### config.mk
export PLATFORM = sky130hd
export DESIGN_NAME = sorted_countdown_expiry_queue
export DESIGN_NICKNAME = d
export VERILOG_FILES = /design/src/sv/sceq_pkg.sv /design/src/sv/sceq_ram.sv /design/src/sv/sorted_countdown_expiry_queue.sv
export SDC_FILE = /design/constraint.sdc
export NUM_CORES = 1
export LEC_CHECK = 0
export ABC_AREA = 1
export BUFFER_PORTS_ARGS = -buffer_cell sky130_fd_sc_hd__buf_2
export CAP_MARGIN = 0
export CORE_ASPECT_RATIO = 0.75
export CORE_UTILIZATION = 51
export DETAILED_ROUTE_END_ITERATION = 8
export MAX_ROUTING_LAYER = met4
export PLACE_DENSITY = 0.67
export SETUP_SLACK_MARGIN = 0.05
export SYNTH_ARGS = -nofsm -noshare
export SYNTH_HDL_FRONTEND = slang
export SYNTH_HIERARCHICAL = 1
export SYNTH_SLANG_ARGS = --single-unit
### constraint.sdc
create_clock -name clk -period 11.7 [get_ports clk]
set_input_delay 2.925 -clock clk [delete_from_list [all_inputs] [get_ports clk]]
set_output_delay 2.925 -clock clk [all_outputs]
set_load 0.01 [all_outputs]
### src/sv/sceq_pkg.sv
// ----------------------------------------------------------------------------
// Sorted countdown expiry queue package
// Shared word formats, result codes and sequencer states of the expiry queue.
// ----------------------------------------------------------------------------
package sceq_pkg;

    localparam int DEF_QUEUE_CAPACITY = 16;

    typedef enum logic
    {
        ACT_INSERT = 1'b0,
        ACT_TICK   = 1'b1
    } action_t;

    typedef enum logic [1:0]
    {
        KIND_ACCEPTED = 2'd0,
        KIND_FULL     = 2'd1,
        KIND_EXPIRED  = 2'd2
    } kind_t;

    // Command word taken at the input handshake.
    typedef struct packed
    {
        action_t     action;
        logic [15:0] user_id;
        logic [15:0] duration;
    } cmd_t;

    // Result word shown for one cycle under the strobe.
    typedef struct packed
    {
        kind_t       kind;
        logic [15:0] expired_id;
        logic [15:0] expired_cost;
        logic        last;
        logic [4:0]  occupancy;
    } result_t;

    // One queue entry as held in the entry memory. The deadline is an
    // absolute time stamp; the remaining count is deadline minus the time base.
    typedef struct packed
    {
        logic [15:0] user_id;
        logic [15:0] deadline;
        logic [15:0] cost;
    } entry_t;

    localparam int ENTRY_W = $bits(entry_t);

    typedef enum logic [2:0]
    {
        S_IDLE,
        S_SHIFT,
        S_PLACE,
        S_SCAN,
        S_EMIT
    } state_t;

endpackage

### src/sv/sceq_ram.sv
// ----------------------------------------------------------------------------
// Expiry queue entry RAM
// Generic single-write, single-read memory with a registered read port.
// ----------------------------------------------------------------------------
module sceq_ram #(
    parameter int WIDTH = 48,
    parameter int DEPTH = 16
) (
    input  logic                     clk,
    input  logic                     wr_en,
    input  logic [$clog2(DEPTH)-1:0] wr_addr,
    input  logic [WIDTH-1:0]         wr_data,
    input  logic                     rd_en,
    input  logic [$clog2(DEPTH)-1:0] rd_addr,
    output logic [WIDTH-1:0]         rd_data
);

    logic [WIDTH-1:0] mem [DEPTH];

    always_ff @(posedge clk)
    begin
        if (wr_en)
        begin
            mem[wr_addr] <= wr_data;
        end
        if (rd_en)
        begin
            rd_data <= mem[rd_addr];
        end
    end

endmodule

### src/sv/sorted_countdown_expiry_queue.sv
// ----------------------------------------------------------------------------
// Sorted countdown expiry queue
// Bounded timeout list kept in ascending order of remaining count, with
// insert and tick commands and at most one result word per cycle on a strobe.
// ----------------------------------------------------------------------------
// A refused insert, or an insert into an empty queue, answers in the cycle
// after it is taken. Any other accepted insert stays busy while it moves up
// each entry that it passes and writes the new one, and answers next.
// A tick that expires n entries scans min(n+1, occupancy) entries, then shows
// n result words on consecutive cycles; with nothing expired it gives none.
// One command is taken at a time; busy holds off the next until idle.
// Reset clears the sequencer, the strobe, the entry count, the head pointer
// and the time base; the entry RAM and the data registers are left as they are.
// ----------------------------------------------------------------------------
module sorted_countdown_expiry_queue #(
    parameter int QUEUE_CAPACITY = sceq_pkg::DEF_QUEUE_CAPACITY
) (
    input  logic              clk,
    input  logic              rst_n,
    input  logic              start,
    output logic              busy,
    input  sceq_pkg::cmd_t    cmd,
    output logic              strobe,
    output sceq_pkg::result_t result
);

    import sceq_pkg::*;

    // AW addresses the RAM; CW holds a count from zero up to the capacity.
    localparam int AW = $clog2(QUEUE_CAPACITY);
    localparam int CW = $clog2(QUEUE_CAPACITY + 1);

    // An entry expires on a tick when its remaining count is below this.
    localparam logic [15:0] EXPIRE_LIMIT = 16'd2;

    state_t        state_reg, state_next;
    logic [AW-1:0] head_reg, head_next;
    logic [CW-1:0] total_reg, total_next;
    logic [15:0]   now_reg, now_next;
    logic [CW-1:0] idx_reg, idx_next;
    logic [CW-1:0] nexp_reg, nexp_next;
    cmd_t          cmd_reg, cmd_next;
    result_t       result_reg, result_next;
    logic          strobe_reg, strobe_next;

    logic               accept;
    logic               is_full;
    cmd_t               ins_src;
    entry_t             new_entry;
    entry_t             rd_entry;
    entry_t             wr_entry;
    logic [ENTRY_W-1:0] rd_word;
    logic               rd_en;
    logic [CW-1:0]      rd_idx;
    logic               wr_en;
    logic [CW-1:0]      wr_idx;
    logic [15:0]        rem;
    logic [15:0]        cmp_b;
    logic               ge;
    logic               expired;
    logic [CW-1:0]      idx_inc;
    logic [CW-1:0]      n_scan;

    // Logical queue position to RAM slot: the queue is a ring that starts at
    // the head pointer, so removing expired entries only moves the head.
    function automatic logic [AW-1:0] wrap(input logic [AW-1:0] base,
                                           input logic [CW-1:0] off);
        logic [CW:0] s;
        s = (CW+1)'(base) + (CW+1)'(off);
        if (s >= (CW+1)'(QUEUE_CAPACITY))
        begin
            s = s - (CW+1)'(QUEUE_CAPACITY);
        end
        return s[AW-1:0];
    endfunction

    // The occupancy field is five bits wide whatever the capacity.
    function automatic logic [4:0] occ5(input logic [CW-1:0] c);
        logic [CW+4:0] t;
        t = (CW+5)'(c);
        return t[4:0];
    endfunction

    assign accept  = start && !busy;
    assign is_full = total_reg >= CW'(QUEUE_CAPACITY);

    // The new entry comes straight from the port when it is written in the
    // accepting cycle, and from the held command otherwise.
    assign ins_src             = (state_reg == S_IDLE) ? cmd : cmd_reg;
    assign new_entry.user_id   = ins_src.user_id;
    assign new_entry.deadline  = now_reg + ins_src.duration;
    assign new_entry.cost      = ins_src.duration;

    // Shared compare unit. The remaining count of the entry just read is its
    // deadline minus the time base. An insert walk moves entries whose count
    // is at least the new duration; a tick scan stops at the first entry that
    // still has two or more ticks to go.
    assign rd_entry = entry_t'(rd_word);
    assign rem      = rd_entry.deadline - now_reg;
    assign cmp_b    = (state_reg == S_SCAN) ? EXPIRE_LIMIT : cmd_reg.duration;
    assign ge       = rem >= cmp_b;
    assign expired  = !ge;

    assign idx_inc = idx_reg + CW'(1);
    assign n_scan  = expired ? idx_inc : idx_reg;

    sceq_ram #(
        .WIDTH (ENTRY_W),
        .DEPTH (QUEUE_CAPACITY)
    ) u_entry_ram (
        .clk     (clk),
        .wr_en   (wr_en),
        .wr_addr (wrap(head_reg, wr_idx)),
        .wr_data (wr_entry),
        .rd_en   (rd_en),
        .rd_addr (wrap(head_reg, rd_idx)),
        .rd_data (rd_word)
    );

    // Sequencer next state.
    always_comb
    begin
        state_next = state_reg;
        unique case (state_reg)
            S_IDLE:
            begin
                if (accept)
                begin
                    if (cmd.action == ACT_INSERT)
                    begin
                        if (!is_full && (total_reg != '0))
                        begin
                            state_next = S_SHIFT;
                        end
                    end
                    else if (total_reg != '0)
                    begin
                        state_next = S_SCAN;
                    end
                end
            end
            S_SHIFT:
            begin
                if (!ge)
                begin
                    state_next = S_IDLE;
                end
                else if (idx_reg == CW'(1))
                begin
                    state_next = S_PLACE;
                end
            end
            S_PLACE:
            begin
                state_next = S_IDLE;
            end
            S_SCAN:
            begin
                if (!(expired && (idx_inc != total_reg)))
                begin
                    state_next = (n_scan == '0) ? S_IDLE : S_EMIT;
                end
            end
            S_EMIT:
            begin
                if (idx_inc == nexp_reg)
                begin
                    state_next = S_IDLE;
                end
            end
            default:
            begin
                state_next = S_IDLE;
            end
        endcase
    end

    // Sequencer outputs: RAM control, working registers and the result word.
    always_comb
    begin
        head_next   = head_reg;
        total_next  = total_reg;
        now_next    = now_reg;
        idx_next    = idx_reg;
        nexp_next   = nexp_reg;
        cmd_next    = cmd_reg;
        result_next = result_reg;
        strobe_next = 1'b0;
        rd_en       = 1'b0;
        rd_idx      = '0;
        wr_en       = 1'b0;
        wr_idx      = idx_reg;
        wr_entry    = new_entry;

        unique case (state_reg)
            S_IDLE:
            begin
                if (accept)
                begin
                    cmd_next = cmd;
                    if (cmd.action == ACT_INSERT)
                    begin
                        if (is_full)
                        begin
                            result_next = '{kind: KIND_FULL, expired_id: '0,
                                            expired_cost: '0, last: 1'b1,
                                            occupancy: occ5(total_reg)};
                            strobe_next = 1'b1;
                        end
                        else if (total_reg == '0)
                        begin
                            // Empty queue: the entry goes straight to the head.
                            wr_en       = 1'b1;
                            wr_idx      = '0;
                            total_next  = total_reg + CW'(1);
                            result_next = '{kind: KIND_ACCEPTED, expired_id: '0,
                                            expired_cost: '0, last: 1'b1,
                                            occupancy: occ5(total_reg + CW'(1))};
                            strobe_next = 1'b1;
                        end
                        else
                        begin
                            // Walk down from the tail, one entry per cycle.
                            rd_en    = 1'b1;
                            rd_idx   = total_reg - CW'(1);
                            idx_next = total_reg;
                        end
                    end
                    else if (total_reg != '0)
                    begin
                        rd_en    = 1'b1;
                        rd_idx   = '0;
                        idx_next = '0;
                    end
                end
            end
            S_SHIFT:
            begin
                // The read data holds queue position idx-1.
                if (ge)
                begin
                    wr_en    = 1'b1;
                    wr_entry = rd_entry;
                    idx_next = idx_reg - CW'(1);
                    if (idx_reg != CW'(1))
                    begin
                        rd_en  = 1'b1;
                        rd_idx = idx_reg - CW'(2);
                    end
                end
                else
                begin
                    wr_en       = 1'b1;
                    total_next  = total_reg + CW'(1);
                    result_next = '{kind: KIND_ACCEPTED, expired_id: '0,
                                    expired_cost: '0, last: 1'b1,
                                    occupancy: occ5(total_reg + CW'(1))};
                    strobe_next = 1'b1;
                end
            end
            S_PLACE:
            begin
                // Every entry moved up, so the new one takes the head.
                wr_en       = 1'b1;
                total_next  = total_reg + CW'(1);
                result_next = '{kind: KIND_ACCEPTED, expired_id: '0,
                                expired_cost: '0, last: 1'b1,
                                occupancy: occ5(total_reg + CW'(1))};
                strobe_next = 1'b1;
            end
            S_SCAN:
            begin
                // Count the leading entries that run out on this tick. The
                // occupancy on every result word needs that count first.
                if (expired && (idx_inc != total_reg))
                begin
                    rd_en    = 1'b1;
                    rd_idx   = idx_inc;
                    idx_next = idx_inc;
                end
                else
                begin
                    now_next  = now_reg + 16'd1;
                    nexp_next = n_scan;
                    idx_next  = '0;
                    if (n_scan != '0)
                    begin
                        rd_en  = 1'b1;
                        rd_idx = '0;
                    end
                end
            end
            S_EMIT:
            begin
                result_next = '{kind: KIND_EXPIRED,
                                expired_id: rd_entry.user_id,
                                expired_cost: rd_entry.cost,
                                last: (idx_inc == nexp_reg),
                                occupancy: occ5(total_reg - nexp_reg)};
                strobe_next = 1'b1;
                if (idx_inc == nexp_reg)
                begin
                    head_next  = wrap(head_reg, nexp_reg);
                    total_next = total_reg - nexp_reg;
                end
                else
                begin
                    rd_en    = 1'b1;
                    rd_idx   = idx_inc;
                    idx_next = idx_inc;
                end
            end
            default:
            begin
                strobe_next = 1'b0;
            end
        endcase
    end

    always_ff @(posedge clk or negedge rst_n)
    begin
        if (!rst_n)
        begin
            state_reg  <= S_IDLE;
            head_reg   <= '0;
            total_reg  <= '0;
            now_reg    <= '0;
            idx_reg    <= '0;
            strobe_reg <= 1'b0;
        end
        else
        begin
            state_reg  <= state_next;
            head_reg   <= head_next;
            total_reg  <= total_next;
            now_reg    <= now_next;
            idx_reg    <= idx_next;
            strobe_reg <= strobe_next;
        end
    end

    always_ff @(posedge clk)
    begin
        nexp_reg   <= nexp_next;
        cmd_reg    <= cmd_next;
        result_reg <= result_next;
    end

    assign busy   = (state_reg != S_IDLE);
    assign strobe = strobe_reg;
    assign result = result_reg;

    // The entry count never passes the capacity.
    a_total_bound: assert property (@(posedge clk) disable iff (!rst_n)
        total_reg <= CW'(QUEUE_CAPACITY))
    else $error("entry count above capacity");

    // The ring head always points at a real RAM slot.
    a_head_bound: assert property (@(posedge clk) disable iff (!rst_n)
        32'(head_reg) < QUEUE_CAPACITY)
    else $error("head pointer out of range");

    // An insert answer is always the only word of its command.
    a_insert_last: assert property (@(posedge clk) disable iff (!rst_n)
        strobe && (result.kind != KIND_EXPIRED) |-> result.last)
    else $error("insert answer without last flag");

    // An expired word that is not last is followed at once by another one.
    a_expire_run: assert property (@(posedge clk) disable iff (!rst_n)
        strobe && (result.kind == KIND_EXPIRED) && !result.last
        |=> strobe && (result.kind == KIND_EXPIRED))
    else $error("expiry run broken");

endmodule
* Word level (Yosys, flattened, before mapping)
Memories as Yosys holds them, arrays and structs flattened. A register that Yosys moved wholly into a read port is not among the register bits. Index checks and enable logic that the tools add are counted.
Cells by class: $add $sub $neg 15, order comparisons 5, eq/ne operators 23, mux-type cells 76, bitwise logic cells 1, reduce and logical (&&, ||, !) cells 23
Operators with widths (number):
- two-way mux 40 bit | 5
- case mux 40 bit (4 select lines) | 1
- two-way mux 5 bit | 27
- two-way mux 48 bit | 2
- case mux 5 bit (4 select lines) | 3
- two-way mux 32 bit | 1
- two-way mux 3 bit | 9
- two-way mux 1 bit | 20
- adder 4 x 5 -> 6 bit | 3
- greater-or-equal comparator 6 x 5 -> 1 bit (second input constant) | 3
- adder 16 x 1 -> 16 bit (second input constant) | 1
- adder 16 bit | 1
- greater-or-equal comparator 16 bit | 1
- two-way mux 16 bit | 1
- != test 2 bit (second input constant) | 8
- subtractor 16 bit | 1
- AND reduction 7 bit | 2
- two-way mux 4 bit | 3
- case mux 3 bit (4 select lines) | 1
- subtractor 4 x 1 -> 4 bit (second input constant) | 3
- adder 5 x 1 -> 5 bit (second input constant) | 2
- logical NOT 5 bit | 2
- nonzero test 5 bit | 2
- subtractor 5 x 1 -> 5 bit (second input constant) | 2
- 26 further kinds | 39
Word-level totals: flip-flop bits (word level) 111, bits in writable memories 768, input port bits 36, output and inout port bits 42, word-level logic and storage cells 158, memories kept 1
Memories:
- u_entry_ram.mem | depth 16, width 48, rd ports 1, clocked after memory_dff 1, write ports 1, line sceq_ram.sv:18 | logic [WIDTH-1:0] mem [DEPTH];

* Depth between registers and ports, before layout
Gate-level depths: netlist of run 1.
depth after elaboration 10, mapped depth 34, gate-level depth less buffers 32

* Modules after synthesis
Netlist of run 1, hierarchy kept.
By module, submodules not included:
- sceq_ram | instances 1, cells each 3165, area each 34469.3 um2, seq. area each 24503.5 um2
- sorted_countdown_expiry_queue | instances 1, cells each 1094, area each 8419.3 um2, seq. area each 3163.0 um2

* Least setup slack after synthesis of run 1
OpenSTA, ideal clock, no wires.
kind input to register, start point input port start, end point memory u_entry_ram.mem[12][0] (enable), setup time 454 ps, data arrival time 7966 ps, required time 11246 ps, setup slack 3281 ps, stages on the path 12, buffers on the path 0, cells stage by stage inv_1 > nor2_1 > nand2_1 > nor2_1 > nor2_1 > ha_1 > a21oi_1 > nand2_1 > xor2_1 > xnor2_1 > nand3_1 > nor2_1
On the way: longest elaborated chain between the ends 6, elaborated cells between the ends (all ways) 11, classes of those cells add/sub (2); order compare (1); mux (7); reduce/logical (1)
Ends and longest elaborated chain:
- from (decl) | line sorted_countdown_expiry_queue.sv:20 | input logic start,
- logical AND 1 bit * | line sorted_countdown_expiry_queue.sv:84 | assign accept = start && !busy;
- two-way mux 5 bit | line sorted_countdown_expiry_queue.sv:198 | if (accept)
- two-way mux 5 bit | line sorted_countdown_expiry_queue.sv:195 | unique case (state_reg)
- adder 4 x 5 -> 6 bit | line sorted_countdown_expiry_queue.sv:69 | s = (CW+1)'(base) + (CW+1)'(off);
- greater-or-equal comparator 6 x 5 -> 1 bit / subtractor 4 x 1 -> 4 bit (equally long branches) | line sorted_countdown_expiry_queue.sv:70, sorted_countdown_expiry_queue.sv:72
- two-way mux 4 bit | line sorted_countdown_expiry_queue.sv:70 | if (s >= (CW+1)'(QUEUE_CAPACITY))
- to (decl) | line sceq_ram.sv:18
Every way passes the cells marked *; elsewhere a longest branch is shown, timed or not.

* Worst setup path in the final report of run 1
start point register now_reg[2], end point register u_entry_ram.rd_data[2] (read register of u_entry_ram.mem) (data pin)
On the way: longest elaborated chain between the ends 9, elaborated cells between the ends (all ways) 17, classes of those cells add/sub (3); order compare (2); mux (9); reduce/logical (3)
Ends and longest elaborated chain:
- from (decl) | line sorted_countdown_expiry_queue.sv:39 | logic [15:0] now_reg, now_next;
- from (signal assigned) | line sorted_countdown_expiry_queue.sv:336 | now_reg <= now_next;
- subtractor 16 bit * | line sorted_countdown_expiry_queue.sv:99 | assign rem = rd_entry.deadline - now_reg;
- greater-or-equal comparator 16 bit * | line sorted_countdown_expiry_queue.sv:101 | assign ge = rem >= cmp_b;
- logical NOT 1 bit
- logical AND 1 bit | line sorted_countdown_expiry_queue.sv:275 | if (expired && (idx_inc != total_reg))
- two-way mux 5 bit
- case mux 5 bit (4 select lines) | line sorted_countdown_expiry_queue.sv:195
- adder 4 x 5 -> 6 bit | line sorted_countdown_expiry_queue.sv:69
- greater-or-equal comparator 6 x 5 -> 1 bit / subtractor 4 x 1 -> 4 bit (equally long branches) | line sorted_countdown_expiry_queue.sv:70, sorted_countdown_expiry_queue.sv:72
- two-way mux 4 bit | line sorted_countdown_expiry_queue.sv:70
- to (decl) | line sceq_ram.sv:15 | output logic [WIDTH-1:0] rd_data
Marks and branches as above. A chain may end at the register's enable or synchronous reset.

==> results of run 1 <==
## cells in the mapped netlist, types with 2 or more instances
cell type and n:
nand2_4 3, edfxtp_1 893, o21bai_1 3, o31ai_1 3
o21ai_0 73, fa_1 6, nand2_1 1311, xor2_1 47
buf_1 12, nor3_2 2, nor3_1 8, nor2_2 3
nand4_1 14, o211ai_1 8, nand3b_1 5, buf_6 39
buf_2 89, inv_1 710, dfrtp_1 34, buf_4 16
a21oi_1 53, a21o_1 3, ha_1 68, clkbuf_1 33
o21ai_1 9, nor2_1 132, a31oi_1 17, nand2_2 6
inv_2 6, or2_2 4, xnor2_1 14, nand3_1 620
## how the worst min path moves through the flow
| stage | from | endpoint | slack [ns] |
|---|---|---|---|
| 5_1_grt | u_entry_ram/rd_data[39] | result[29] | 0.62 |
| 4_1_cts | now_reg[14] | now_reg[14] | 0.58 |
| 6_report | now_reg[14] | now_reg[14] | 0.58 |
| 2_1_floorplan | now_reg[14] | now_reg[14] | 0.50 |
| 3_5_place_dp | now_reg[14] | now_reg[14] | 0.57 |
| 3_3_place_gp | now_reg[14] | now_reg[14] | 0.57 |
## tightest hold or removal path: cells and delay by family (launching register included)
family | cells | cell delay [ns]
flip-flops | 1 | 0.42
AO/OA/AOI/OAI | 1 | 0.06
AND/OR/NAND/NOR | 1 | 0.07
## routing by layer
layer	GRT usage [%]	routed length, um	vias to the layer above
met5	-	0	-
met4	7.39	2970	0
met3	4.30	11000	201
met2	40.5	49500	1379
met1	40.6	50400	14000
li1	-	-	13900
## kinds of logic after synthesis
logic type	Yosys count	share of synthesized area (%)
AND/OR/NAND/NOR	2112	20.6
buffers and inverters	909	9.08
XOR/XNOR	61	1.25
multiplexers	1	0.0233
flip-flops	927	64.5
adder cells (fa/ha/maj)	74	2.26
AO/OA/AOI/OAI	175	2.23
## cell type report
class                      instances  share of cell area, %
timing repair buffer             134                   1.81
inverter                         718                   5.79
antenna                            3                 0.0160
tap                             1116                   2.97
clock inverter                    49                  0.911
multi-input combinational       2423                   24.5
sequential                       927                   58.9
clock buffer                     116                   5.04
## stage by stage
step | hold slack, ns | cell area (um2) | std cells | setup WS, ns
6_report | 0.584 | 47000 | 5486 | 4.23
5_1_grt | 0.621 | 47000 | 5485 | 3.78
4_1_cts | 0.582 | 47000 | 5483 | 4.42
3_5_place_dp | 0.567 | 44200 | 5318 | 4.05
3_3_place_gp | 0.570 | 44200 | 5318 | 4.16
2_1_floorplan | 0.501 | 42900 | 4259 | 3.28
==> flow_metrics.py, run 1 <==
metrics = {
    "yosys": {
        "synth.lib_cells_used.distinct": 47,
        "yosys_warnings": 6,
        "async_flop_share_pct": 3.67,
        "ys.flop_type": "edfxtp_1",
        "syn_nets": 4369,
        "netlist.area_leader.share_pct": 62.5,
        "synth_seq_cells": 927,
        "ys_seq_area_share_pct": 64.5,
        "synth_enable_flop_cells": 893,
        "synth.area.top_cells": "edfxtp_1, nand2_1, nand3_1, inv_1, dfrtp_1",
        "syn_inst": 4259,
        "synthesis.area_um2": 42900,
        "yosys.area.top_type": "edfxtp_1",
        "synth.avg_cell_area_um2": 10.1,
    },
    "worst_setup_path": {
        "setup.worst_path.start": "now_reg[2]",
        "critPathMaxFanout": 204,
        "worstRegToRegCells": 25,
        "setup.worst_path.class": "reg2reg",
        "worstPathBufferInverterCount": 3,
        "cp_common_cell": "nand2_1",
        "crit-reg2reg-launch": "now_reg[2]",
        "worst_r2r_endpoint": "u_entry_ram/rd_data[2]",
        "timing.critical_path.required_ns": 12.10,
        "timing.critical_path.slowest_stage_cell": "ha_4",
        "crit_cells": 25,
        "crit_end": "u_entry_ram/rd_data[2]",
        "start_kind": "register",
        "worst_ep_arrival_time_ns": 7.87,
        "critical_path.max_stage_delay_ns": 0.99,
        "endpoint_kind": "register",
        "regToRegSetupSlack_ns": 4.23,
        "crit_family": "adder cells",
    },
    "grt": {
        "globalRouteTotalUtil_pct": 27.8,
        "antenna_found_initial": 3,
        "grt_pass1_wl_mm": 171,
        "grt_max_degree": 217,
        "first_global_vias": 27400,
        "gr-total-overflow": 0,
    },
    "route": {
        "wire_per_inst_um": 20.7,
        "ant_nets": 0,
        "drcViolationCount": 0,
        "iteration_count_of_the_initial_detailed_routing_pass": 6,
        "postRouteWirelength_mm": 114,
        "first_iter_violations": 3475,
        "route.vias.total": 29500,
        "viasPerCell": 5.38,
    },
    "final_layout": {
        "flip_flop_count_of_the_largest_register_after_layout": 768,
        "layout.filler_cells": 7004,
        "fraction_of_layout_instances_using_a_drive_strength_above_1_pct": 7.26,
        "layout.cells.most_common": "nand2_1",
        "fin_nets": 4403,
        "multi_input_comb_area_um2": 11500,
        "layout.cells.most_common_list": "nand2_1, edfxtp_1, inv_1",
        "area_delta_synth_final_pct": 9.49,
        "regArea_um2": 27700,
        "postLayoutCoreUtil_pct": 56.7,
    },
    "timing": {
        "tightestPinTransition_ns": 1.38,
        "finalSetupViolCount": 0,
        "fmaxAchievable_mhz": 134,
        "final.period_utilization_pct": 63.8,
        "post_layout_minimum_cycle_time_ns": 7.47,
        "finalMaxSlewViolations": 0,
        "final_hold_viol_count": 0,
        "rsz0062_at_grt": "false",
        "finalSetupTns_ns": 0,
        "final.setup_skew_ns": 0.0250,
        "maxSlewHeadroom_pct": 7.80,
    },
    "clocking": {
        "post_cts.repair.setup_buffers": 0,
        "cts_made_buffers": 89,
        "clock_sinks": 927,
        "buffer_type_at_the_clock_tree_root": "clkbuf_16",
        "cts_tree": "built",
        "post_cts_resized": 0,
        "cts_buffer_depth": 3,
        "htreeDepth": 3,
        "clk_latency_ns": 0.67,
        "ctsHoldBuffers": 0,
        "clk_pin_slew_ns": 0.06,
    },
    "place": {
        "finalWeightedCongestion": 0.921,
        "place_hpwl_mm": 60.5,
        "buffer_ports.inserted": 77,
    },
    "flow_run": {
        "cap_violations": 0,
    },
    "run_status": {
        "result_of_the_run": "finished clean",
    },
    "floorplan": {
        "fp-row-count": 91,
        "design.portCount": 78,
        "dieWidth_um": 337,
        "die-area_um2": 85300,
        "die-height_um": 253,
        "core_region_area_um2": 82800,
        "floorplan.initialDensity_pct": 51.8,
    },
    "hold_path": {
        "min_path_cells": 2,
        "hold_path.class": "reg2reg",
    },
}
Power of run 1 is not shown: default switching activity piles up to over one toggle a cycle in this logic, so the estimate is an artifact.
==> run 2, diff against run 1 <==
==> constraint.sdc (replaced) <==
create_clock -name clk -period 7.8 [get_ports clk]
set_input_delay 1.95 -clock clk [delete_from_list [all_inputs] [get_ports clk]]
set_output_delay 1.95 -clock clk [all_outputs]
set_load 0.01 [all_outputs]
==> flow_metrics.py, run 2 (same netlist as run 1, synthesis figures left out) <==
metrics = {
    "timing": {
        "fmaxAchievable_mhz": 152,
        "finalHoldWorstSlack_ns": 0.569,
        "maxSlewHeadroom_pct": 9.45,
        "tightestPinTransition_ns": 1.35,
        "rsz0062_at_grt": "false",
        "post_layout_minimum_cycle_time_ns": 6.60,
        "finalMaxSlewViolations": 0,
        "finalSetupTns_ns": 0,
        "finalSetupViolCount": 0,
        "final.period_utilization_pct": 84.6,
        "final.setup_skew_ns": 0.0335,
        "final_hold_viol_count": 0,
    },
    "clocking": {
        "post_cts_resized": 0,
        "htreeDepth": 3,
        "clk_pin_slew_ns": 0.06,
        "cts_made_buffers": 88,
        "buffer_type_at_the_clock_tree_root": "clkbuf_16",
        "cts_tree": "built",
        "clk_latency_ns": 0.67,
        "ctsHoldBuffers": 0,
        "cts_buffer_depth": 3,
        "clock_sinks": 927,
        "post_cts.repair.setup_buffers": 0,
    },
    "place": {
        "finalWeightedCongestion": 0.947,
        "place_hpwl_mm": 59.6,
        "buffer_ports.inserted": 77,
    },
    "flow_run": {
        "cap_violations": 0,
    },
    "route": {
        "drcViolationCount": 0,
        "route.vias.total": 29300,
        "wire_per_inst_um": 20.4,
        "viasPerCell": 5.34,
        "first_iter_violations": 3435,
        "postRouteWirelength_mm": 112,
        "iteration_count_of_the_initial_detailed_routing_pass": 5,
        "ant_nets": 0,
    },
    "worst_setup_path": {
        "start_kind": "register",
        "timing.critical_path.required_ns": 8.23,
        "setup.worst_path.class": "reg2reg",
        "critPathMaxFanout": 52,
        "endpoint_kind": "register",
        "worst_ep_arrival_time_ns": 7.03,
    },
    "grt": {
        "met3_usage_pct": 5.95,
        "gr-total-overflow": 0,
        "grt_pass1_wl_mm": 168,
        "gr-usage-met2_pct": 40.0,
        "antenna_found_initial": 3,
        "met1_usage_pct": 38.8,
        "grt_max_degree": 178,
        "globalRoute.busiestLayer": "met2",
        "globalRouteTotalUtil_pct": 27.3,
        "first_global_vias": 27400,
    },
    "final_layout": {
        "fraction_of_layout_instances_using_a_drive_strength_above_1_pct": 7.34,
        "layout.filler_cells": 6947,
        "area_delta_synth_final_pct": 9.99,
        "flip_flop_count_of_the_largest_register_after_layout": 768,
        "layout.cells.most_common_list": "nand2_1, edfxtp_1, inv_1",
        "fin_nets": 4415,
        "layout.cells.most_common": "nand2_1",
    },
    "floorplan": {
        "die-height_um": 253,
        "floorplan.initialDensity_pct": 51.8,
        "die-area_um2": 85300,
        "fp-row-count": 91,
        "core_region_area_um2": 82800,
        "dieWidth_um": 337,
        "design.portCount": 78,
    },
    "run_status": {
        "result_of_the_run": "finished clean",
    },
    "hold_path": {
        "hold_path.class": "reg2reg",
    },
}
## run 2: path summary, 6_finish.rpt
| kind | from | to | slack (ns) | depth (start not counted) |
|---|---|---|---|---|
| worst min-delay path | u_entry_ram/rd_data[14] | result[20] | 0.57 | 2 |
| max in group asynchronous | rst_n | head_reg[1] | 5.77 | 1 |
| min in group asynchronous | rst_n | now_reg[2] | 1.44 | 1 |
| worst max-delay path | now_reg[2] | u_entry_ram/rd_data[28] | 1.20 | 24 |
| worst min register to register | u_entry_ram/rd_data[14] | result[20] | 0.57 | 2 |
| worst max register to register | now_reg[2] | u_entry_ram/rd_data[28] | 1.20 | 24 |
## run 2: critical path, stage by stage, from the launching register on
cell,delay (ns)
dfrtp_1,0.46
inv_1,0.08
ha_1,0.35
a21oi_1,0.15
nand2_1,0.12
a21oi_1,0.25
o21ai_0,0.18
a21boi_1,0.27
o21ai_0,0.14
xnor2_1,0.14
ha_1,0.31
a21oi_1,0.16
o21ai_0,0.12
nor2_2,0.23
nand2_2,0.20
nand3_1,0.20
o211ai_1,0.17
ha_4,0.21
fa_4,0.51
xor2_4,0.22
buf_4,0.75
buf_4,0.72
nand3_1,0.19
nand3_1,0.14
nand2_1,0.06
## run 2: final cells by class
| type | instances | area (um2) | area share (%) |
|---|---|---|---|
| Multi-Input combinational cell | 2423 | 11500 | 24.4 |
| Clock inverter | 43 | 474 | 1.01 |
| Timing Repair Buffer | 147 | 1060 | 2.25 |
| Inverter | 718 | 2720 | 5.77 |
| Antenna cell | 3 | 7.51 | 0.0159 |
| Sequential cell | 927 | 27700 | 58.6 |
| Clock buffer | 113 | 2330 | 4.93 |
| Tap cell | 1116 | 1400 | 2.96 |
## run 2: per-stage QoR
stage               instances  cell area (um2)  worst slack, ns  util [%]
global route             5489            47200            0.879      57.0
floorplan                4259            42900            0.356         -
finish                   5490            47200             1.20      57.0
detailed placement       5331            44400             1.43      53.6
CTS                      5487            47200             1.36      57.0
global placement         5331            44400             1.57      53.6
## run 2: layer usage
| layer | vias to the layer above | routed length (um) | share of wire [%] |
|---|---|---|---|
| met5 | - | 0 | 0 |
| met4 | 0 | 2510 | 2.2 |
| met3 | 177 | 11300 | 10 |
| met2 | 1261 | 48700 | 43 |
| met1 | 13900 | 49500 | 44 |
| li1 | 13900 | - | - |
Power of run 2 is left out for the same reason.
